`config.mk`:
```
export PLATFORM = sky130hd
export DESIGN_NAME = dit_ram
export DESIGN_NICKNAME = d
export VERILOG_FILES = /design/src/sv/assert_macros.svh /design/src/sv/dit_ram.sv
export SDC_FILE = /design/constraint.sdc
export NUM_CORES = 1
export LEC_CHECK = 0
export ABC_AREA = 1
export BUFFER_PORTS_ARGS = -buffer_cell sky130_fd_sc_hd__clkbuf_2
export CAP_MARGIN = 10
export CORE_MARGIN = 2
export CORE_UTILIZATION = 66
export DETAILED_ROUTE_END_ITERATION = 7
export PLACE_DENSITY = 0.91
export SKIP_CTS_REPAIR_TIMING = 1
export SYNTH_ARGS = -nofsm -noshare
export SYNTH_HDL_FRONTEND = slang
export SYNTH_SLANG_ARGS = --single-unit
```
`constraint.sdc`:
```
create_clock -name clk -period 3.5 [get_ports clk]
set_input_delay 0.175 -clock clk [delete_from_list [all_inputs] [get_ports clk]]
set_output_delay 0.175 -clock clk [all_outputs]
set_load 0.05 [all_outputs]
```
`src/sv/assert_macros.svh`:
```
// Assertion macros used by the RTL of the interval tracker.
`ifndef ASSERT_MACROS_SVH
`define ASSERT_MACROS_SVH

// Property that must hold on every rising clk edge outside reset.
`define DIT_ASSERT(label, prop, msg) \
	label: assert property (@(posedge clk) disable iff (!arst_n) prop) \
		else $error(msg);

// Condition that must never be true on a rising clk edge outside reset.
`define DIT_ASSERT_NEVER(label, cond, msg) \
	`DIT_ASSERT(label, !(cond), msg)

`endif

```
`src/sv/dit_ram.sv`:
```
// Generic single-port RAM with a registered read.
`timescale 1ns / 1ps

module dit_ram #(
	parameter int WIDTH = 8,
	parameter int DEPTH = 16,
	localparam int AW = (DEPTH > 1) ? $clog2(DEPTH) : 1
) (
	input  logic             clk,
	input  logic             we,
	input  logic [AW-1:0]    addr,
	input  logic [WIDTH-1:0] wdata,
	output logic [WIDTH-1:0] rdata
);

	logic [WIDTH-1:0] mem [DEPTH];

	// Write on request; the read returns the old contents in the next cycle.
	always_ff @(posedge clk) begin
		if (we) begin
			mem[addr] <= wdata;
		end
		rdata <= mem[addr];
	end

endmodule

```
# --- Yosys cells after proc, flatten, opt, wreduce, memory -nomap -nowiden ---
# Memory sizes are Yosys's and may differ from the RTL's. A register that Yosys moved wholly into a read port is not among the register bits.
# Cells that the tools add are included.
classes:
  muxes: 2
op_table:
  columns: ["cell", "n"]
  rows:
  - ["$mux W1", 2]
word_totals:
  regBits: 0
  mem_bits_rw: 128
  in_bits: 14
  output_inout_bits: 8
  memories: 1
mem_list:
  columns: ["name", "words", "word_bits", "read_ports", "rd_ports_with_merged_regs", "wr", "line_no", "source"]
  rows:
  - ["mem", 16, 8, 1, 1, 1, "dit_ram.sv:16", "logic [WIDTH-1:0] mem [DEPTH];"]

# --- Longest topological paths before layout ---
# Gate-level depths: netlist (run 1).
logic_depth:
  word_depth: 2
  ltp_mapped: 11
  mapped_depth_nobuf: 9

# --- Least setup slack after synthesis (run 1) ---
# No wires, ideal clock.
synth_timing:
  path_kind: "input-to-reg"
  from: "input addr[1]"
  to: "memory mem[3][0] (enable)"
  setup_time_ps: 370
  t_arrival_ps: 1182
  path_slack_ps: 1948
  path_stages: 4
  n_path_buf: 2
  cell_sequence: "buf_2 clkbuf_1 nand3_1 nor2_1"
synth_lines:
  columns: ["element", "line_no", "source"]
  rows:
  - ["start, declared", "dit_ram.sv:11", "input logic [AW-1:0] addr,"]
  - ["end, declared", "dit_ram.sv:16", null]
# Straight into the memory's write port.

# --- Worst setup path in the final report (run 1) ---
layout_timing:
  from: "input addr[0]"
  to: "memory mem[0][2] (enable)"
# Straight into the memory's write port.

==> results of run 1 <==
-- worst paths after layout --
kind,start,endpoint,slack (ps),depth (start not counted)
hold / removal,wdata[6],mem[14][6]$_DFFE_PP_,150,1
setup reg to reg,mem[6][7]$_DFFE_PP_,rdata[7]$_DFF_P_,2390,8
hold reg to reg,mem[9][4]$_DFFE_PP_,rdata[4]$_DFF_P_,720,8
setup / recovery,addr[0],mem[0][2]$_DFFE_PP_,1890,4
-- Yosys cell counts --
master    number  share of area, %
clkbuf_1       3              0.20
nand2_1      346                23
buf_2         12               1.1
inv_2          1             0.067
buf_4          6              0.81
clkinv_1       1             0.067
dfxtp_1        8               2.9
inv_1         21               1.4
edfxtp_1     128                69
nand3_1        4              0.36
nor2_1        18               1.2
-- stage by stage --
step / worst slack, ps / hold slack, ps / util, % / area, um^2
global placement: 1600 / 674 / 70.0 / 5750
finish: 1890 / 148 / 77.3 / 6350
floorplan: 1950 / 274 / - / 5590
CTS: 1960 / 131 / 77.3 / 6350
detailed placement: 1470 / 675 / 70.0 / 5750
global route: 1790 / 154 / 77.3 / 6350
-- routing by layer --
layer / vias to the layer above / part of all wire [%] / GRT usage, %
li1: 1801 / - / -
met1: 1771 / 38 / 38.2
met2: 247 / 48 / 47.2
met3: 52 / 9.9 / 9.08
met4: 0 / 3.6 / 14.4
met5: - / 0 / 0
-- report_power, final --
part           switching (mW)  leakage, nW  total, mW  internal (mW)
clock                   0.646        0.292       1.79           1.15
combinational           0.197         1.23      0.253         0.0560
sequential             0.0113         1.22       1.83           1.82
total                   0.854         2.74       3.88           3.03
-- area by class of cell --
cell class                 instances  area (um^2)
fill                             437         1870
timing repair buffer              26          143
clock buffer                      18          418
tap                              105          131
multi-input combinational        368         1390
inverter                          23         86.3
sequential                       136         4000
clock inverter                    14          181
-- critical path, stage by stage --
cell and delay [ps]:
clkbuf_2 110, inv_2 450, nand3_1 390, nor2_1 630
-- cells in the final DEF (no fill, tap or decap) --
master	count
dfxtp_1	8
buf_4	5
inv_1	21
clkinvlp_4	2
inv_2	1
clkbuf_1	1
clkinv_1	2
clkbuf_8	1
nor2_1	18
nand2_1	346
bufinv_16	4
clkinv_4	2
clkbuf_2	21
clkbuf_16	16
clkinv_2	5
nand3_1	4
edfxtp_1	128
-- registers in the layout, summed over array words and instances (netlist names) --
signal	flops
mem	128
rdata	8
-- cell families after synthesis --
logic type	share of synthesized area, %
buffers and inverters	3.62
flip-flops	71.6
AND/OR/NAND/NOR	24.8
==> summary.md, run 1 <==
| Metric | Value |
|---|---|
| Status | complete, no violations |
| Final setup viols | 0 |
| Vias in the first global route | 3720 |
| Vias post-DR | between 3000 and 4000 |
| Non-Filler Instances | 690 |
| DRT iter0 DRCs | between 400 and 500 |
| Die Y | 96.1 um |
| Final WL | 12200 um |
| RSZ-0062 raised after global routing | false |
| I/O pin cnt | 22 |
| Clock Tree Buf Depth | 2 |
| Gpl congestion | 0.883 |
| Antenna Cells | 0 |
| Fraction of layout cells with a size suffix above 1 | roughly 9.7% |
| Crit Path Max Fanout | 35 |
| Placed cells | roughly 660 |
| Total Routing Usage GR | roughly 30% |
| Max-slew violations | 0 |
| CTS sink count | 136 |
| Crit. End Element | flop |
| Power Total | 3.88 mW |
| Post-synthesis sequential area ratio | 71.6% |
| Worst skew pair latency | 530 ps |
| Worst EP arrival | 1770 ps |
| Worst setup path category | primary input to flop |
| TritonCTS clock tree | yes |
| CTS root buf | clkbuf_8 |
| Clock slew at reported path FFs | 60 ps |
| Gr ovfl total | 0 |
| Fin crit share | 46.1% |
| Ys Warns | 0 |
| Gate Count Post-Synth | 548 |
| Final Hold Vio Count | 0 |
| Final Skew | between 9 and 10 ps |
| Antenna violations before repair | 0 |
| Setup_tns | 0 ps |
| Final net count | between 500 and 600 |
| Worst-margin pin slew | 719 ps |
| Post-DP HPWL | 6840 um |
| Post-Syn Area | 5590 um^2 |
| First-pass GRT wire length | 19000 um |
| VDD IR-drop max | around 0.67 mV |
| Crit path required time | 3650 ps |
| DRC viols | 0 |
| Synth unique cells | 11 |
| Core area | between 8000 and 9000 um^2 |
| Worst setup SP type | primary input |
| Post-route ant nets | 0 |
| Die ar. | 9230 um^2 |
| DRT Pass-1 Iters | 5 |
| Initial core utilization | 68.1% |
| Wire length per cell | around 18 um |
| Pin count of the biggest net entering global routing | 36 |
| Post-Syn Area per Cell | roughly 10 um^2 |
| Area grow syn2layout | 13.5% |
| Slew margin rel. | 51.9% |
| P_leak | 2.74 nW |
| HP Class | primary input to flop |
| Syn nets | 562 |
| Port bufs | 21 |
| Fin crit period | 1610 ps |
| Inserted Clock Buffers | 17 |
| Post-synthesis register bit count | 136 |
| H-tree lvl count | 4 |
| Via density | between 5 and 6 |
| Pwr/cell area | between 600 and 700 nW/um^2 |
| Max-cap violation count | 0 |
| Cell row count | 33 |
| Width of the die | 96.1 um |
| Peak Freq | 0.620 GHz |
Note: power is estimated with default switching activity, not from simulation.
==> run 2, diff against run 1 <==
--- a/config.mk
+++ b/config.mk
@@ -5,13 +5,13 @@
 export SDC_FILE = /design/constraint.sdc
 export NUM_CORES = 1
 export LEC_CHECK = 0
-export ABC_AREA = 1
+export ABC_AREA = 0
 export BUFFER_PORTS_ARGS = -buffer_cell sky130_fd_sc_hd__clkbuf_2
 export CAP_MARGIN = 10
 export CORE_MARGIN = 2
-export CORE_UTILIZATION = 66
+export CORE_UTILIZATION = 60
 export DETAILED_ROUTE_END_ITERATION = 7
-export PLACE_DENSITY = 0.91
+export PLACE_DENSITY = 0.85
 export SKIP_CTS_REPAIR_TIMING = 1
 export SYNTH_ARGS = -nofsm -noshare
 export SYNTH_HDL_FRONTEND = slang
==> constraint.sdc (replaced) <==
create_clock -name clk -period 1.7 [get_ports clk]
set_input_delay 0.085 -clock clk [delete_from_list [all_inputs] [get_ports clk]]
set_output_delay 0.085 -clock clk [all_outputs]
set_load 0.05 [all_outputs]
==> run 2 against run 1 <==
Against the previous run:
- sequential power grew 110%
- count of clock-buffer cells in the layout grew 5
- sequential share of layout area grew 3.8 points
- clock skew decreased by 5.5 ps
- clock power grew 86%
- design area down 5.7%
- combinational power rose by 71%
- wire length is 20% lower
- largest cell class unchanged
==> summary.md, run 2 <==
| Metric | Value |
|---|---|
| DRC viols | 0 (unchanged) |
| Syn nets | 244 (-57%) |
| DRT Pass-1 Iters | 5 (unchanged) |
| Post-synthesis sequential area ratio | 79.0% (+7.4 points) |
| Ys Warns | 0 (unchanged) |
| Post-synthesis register bit count | 136 (unchanged) |
| Status | complete, no violations |
| Wire length per cell | 24.5 um (+38%) |
| Pin count of the biggest net entering global routing | 40 (+11%) |
| Initial core utilization | 61.7% (-6.4 points) |
| Biggest regs | mem: 128 flops, rdata: 8 flops |
| Max-slew violations | 0 (unchanged) |
| TritonCTS clock tree | yes |
| Via density | 6.21 (+11%) |
| Post-route ant nets | 0 (unchanged) |
| Top FF cell, synth | edfxtp_1 |
| Worst skew pair latency | 510 ps (-20 ps) |
| Most common library cells after synthesis | edfxtp_1 (128), mux4_2 (32), a22oi_1 (16) |
| Hold slack | 9.32 ps (-138 ps) |
| Most numerous cell in the Yosys netlist | edfxtp_1 |
| Grt met3 use | 6.73% (-2.3 points) |
| Async set or reset register ratio after synthesis | 0% (unchanged) |
| Crit Path Max Fanout | 1 (-97%) |
| Clock Tree Buf Depth | 2 (unchanged) |
| Post-place instance area | 5440 um^2 (-5.4%) |
| Core area | 8220 um^2 (unchanged) |
| CTS sink count | 136 (unchanged) |
| Inserted Clock Buffers | 17 (unchanged) |
| Design Area, Final | 5990 um^2 (-5.7%) |
| RSZ-0062 raised after global routing | false |
| Non-Filler Instances | 398 (-42%) |
| Clock slew at reported path FFs | 60 ps (about the same) |
| Total Routing Usage GR | 24.4% (-5.5 points) |
| Vias in the first global route | 2607 (-30%) |
| Max-cap violation count | 0 (unchanged) |
| Synth area leader | edfxtp_1 |
| Share of the synthesized area in the top cell type | 75.9% (+7.1 points) |
| Synth unique cells | 18 (+7) |
| Antenna Cells | 0 (unchanged) |
| Port bufs | 21 (unchanged) |
| Post-DP HPWL | 6070 um (-11%) |
| Worst-margin pin slew | 571 ps (-148 ps) |
| I/O pin cnt | 22 (unchanged) |
| Final setup viols | 0 (unchanged) |
| Fraction of layout cells with a size suffix above 1 | 35.5% (+26 points) |
| Post-synth EDFFs | 128 (unchanged) |
| Worst setup SP type | flop |
| Synth area leaders | edfxtp_1 (76%), mux4_2 (14%), dfxtp_1 (3.2%) |
| Layout Utilization | 72.9% (-4.4 points) |
| Flop pwr share | 50.1% (+2.8 points) |
| HP Class | primary input to flop |
| H-tree lvl count | 4 (unchanged) |
| Sw Share | 20.7% (-1.3 points) |
| Max reg flops | 128 (unchanged) |
| Pwr/cell area | 1260 nW/um^2 (+110%) |
| Placed cells | 366 (-44%) |
| Biggest register | mem |
| Clock Power Share | 44.2% (-2.0 points) |
| Final net count | 294 (-50%) |
| Internal | 5.98 mW (+98%) |
| R2R Setup Slk | 350 ps (-2040 ps) |
| Peak Freq | 0.739 GHz |
| Worst setup path category | flop to flop |
| Final Hold Vio Count | 0 (unchanged) |
| Setup_tns | 0 ps (unchanged) |
| Crit. End Element | flop |
| First-pass GRT wire length | 15100 um (-21%) |
| P_leak | 2.02 nW (-27%) |
| Met1 Track Usage GR | 33.2% (-5.1 points) |
| Area grow syn2layout | 18.2% |
| Die Y | 95.9 um (-0.16%) |
| Gate Count Post-Synth | 230 (-58%) |
| Met2 Usage GRT | 39.6% (-7.5 points) |
| Final WL | 9750 um (-20%) |
| Worst EP arrival | 1750 ps (-20 ps) |
| Combinational share of power | 5.7% (-0.8 points) |
| DRT iter0 DRCs | 309 (-25%) |
| Slew margin rel. | 61.8% (+9.9 points) |
| Die ar. | 9200 um^2 (-0.32%) |
| Commonest non-fill, non-tap cell in the layout | edfxtp_1 |
| Vias post-DR | 2470 (-36%) |
| Crit path required time | 2090 ps (-1560 ps) |
| VDD IR-drop max | 0.933 mV (+39%) |
| Fin crit period | 1350 ps |
| Commonest non-fill, non-tap cells in the layout | edfxtp_1 (128), mux4_2 (32), clkbuf_2 (21), buf_4 (18) |
| Gr busiest metal | met2 |
| Gpl congestion | 0.772 (-13%) |
| Width of the die | 95.9 um (-0.16%) |
| Post-Syn Area | 5070 um^2 (-9.4%) |
| Fin crit share | 79.6% |
| CTS root buf | clkbuf_8 |
| Cell row count | 33 (unchanged) |
| Post-Syn Area per Cell | 22.0 um^2 (+120%) |
| Gr ovfl total | 0 (unchanged) |
| Antenna violations before repair | 0 (unchanged) |
| Final Skew | 4.51 ps (-5.46 ps) |
| Switching pwr | 1.56 mW (+83%) |
run 2: cell count changes in the layout (fill, tap and decap cells not counted), moves of 3 or more:
| cell | change |
|---|---|
| bufinv_16 | -3 |
| buf_4 | +13 |
| nand3_1 | -3 |
| buf_12 | +3 |
| nand2_1 | -337 |
| clkbuf_8 | +4 |
| mux4_2 | +32 |
| nor2_1 | -5 |
| inv_1 | -21 |
| nor3_1 | +4 |
| a22oi_1 | +16 |
run 2: power by group through the flow:
stage | clock [mW] | sequential [mW] | combinational (mW)
2_1_floorplan | 0 | 3.91 | 0.193
3_3_place_gp | 0 | 3.84 | 0.416
3_5_place_dp | 0 | 3.84 | 0.432
4_1_cts | 3.38 | 3.78 | 0.437
5_1_grt | 3.53 | 3.78 | 0.460
6_report | 3.33 | 3.78 | 0.432
run 2: cell families after synthesis:
kind of cell | count (synthesis) | synth area share [%]
buf+inv | 11 | 1.19
compound gates | 16 | 2.37
simple gates | 35 | 3.21
flops | 136 | 79.0
mux | 32 | 14.2
run 2: stage by stage:
step | worst slack, ps | total power [mW]
3_5_place_dp | 216 | 4.28
2_1_floorplan | 122 | 4.11
6_report | 346 | 7.54
4_1_cts | 332 | 7.59
3_3_place_gp | 214 | 4.26
5_1_grt | 303 | 7.77
run 2: cell type report:
class,instances,area (um^2)
sequential,136,4000
fill,437,2230
multi-input combinational,83,1000
clock buffer,23,477
timing repair buffer,42,300
tap,105,131
clock inverter,9,73.8
run 2: worst paths after layout:
path                             start                  end  cells past startpoint
setup reg to reg   mem[8][0]$_DFFE_PP_     rdata[0]$_DFF_P_                      3
setup / recovery   mem[8][0]$_DFFE_PP_     rdata[0]$_DFF_P_                      3
hold / removal                wdata[1]  mem[4][1]$_DFFE_PP_                      1
hold reg to reg   mem[15][4]$_DFFE_PP_     rdata[4]$_DFF_P_                      3
run 2: critical path, cell delays in order (launching register included):
cell and delay, ps:
edfxtp_1 420, mux4_2 480, a22oi_1 260, nand2_1 90
run 2: per-layer routing:
| metal | share of wire (%) | wire (um) | vias up |
|---|---|---|---|
| met5 | 0 | 0 | - |
| met3 | 7.3 | 712 | 10 |
| met1 | 40 | 3900 | 1282 |
| met4 | 1.2 | 114 | 0 |
| met2 | 52 | 5020 | 116 |
| li1 | - | - | 1062 |
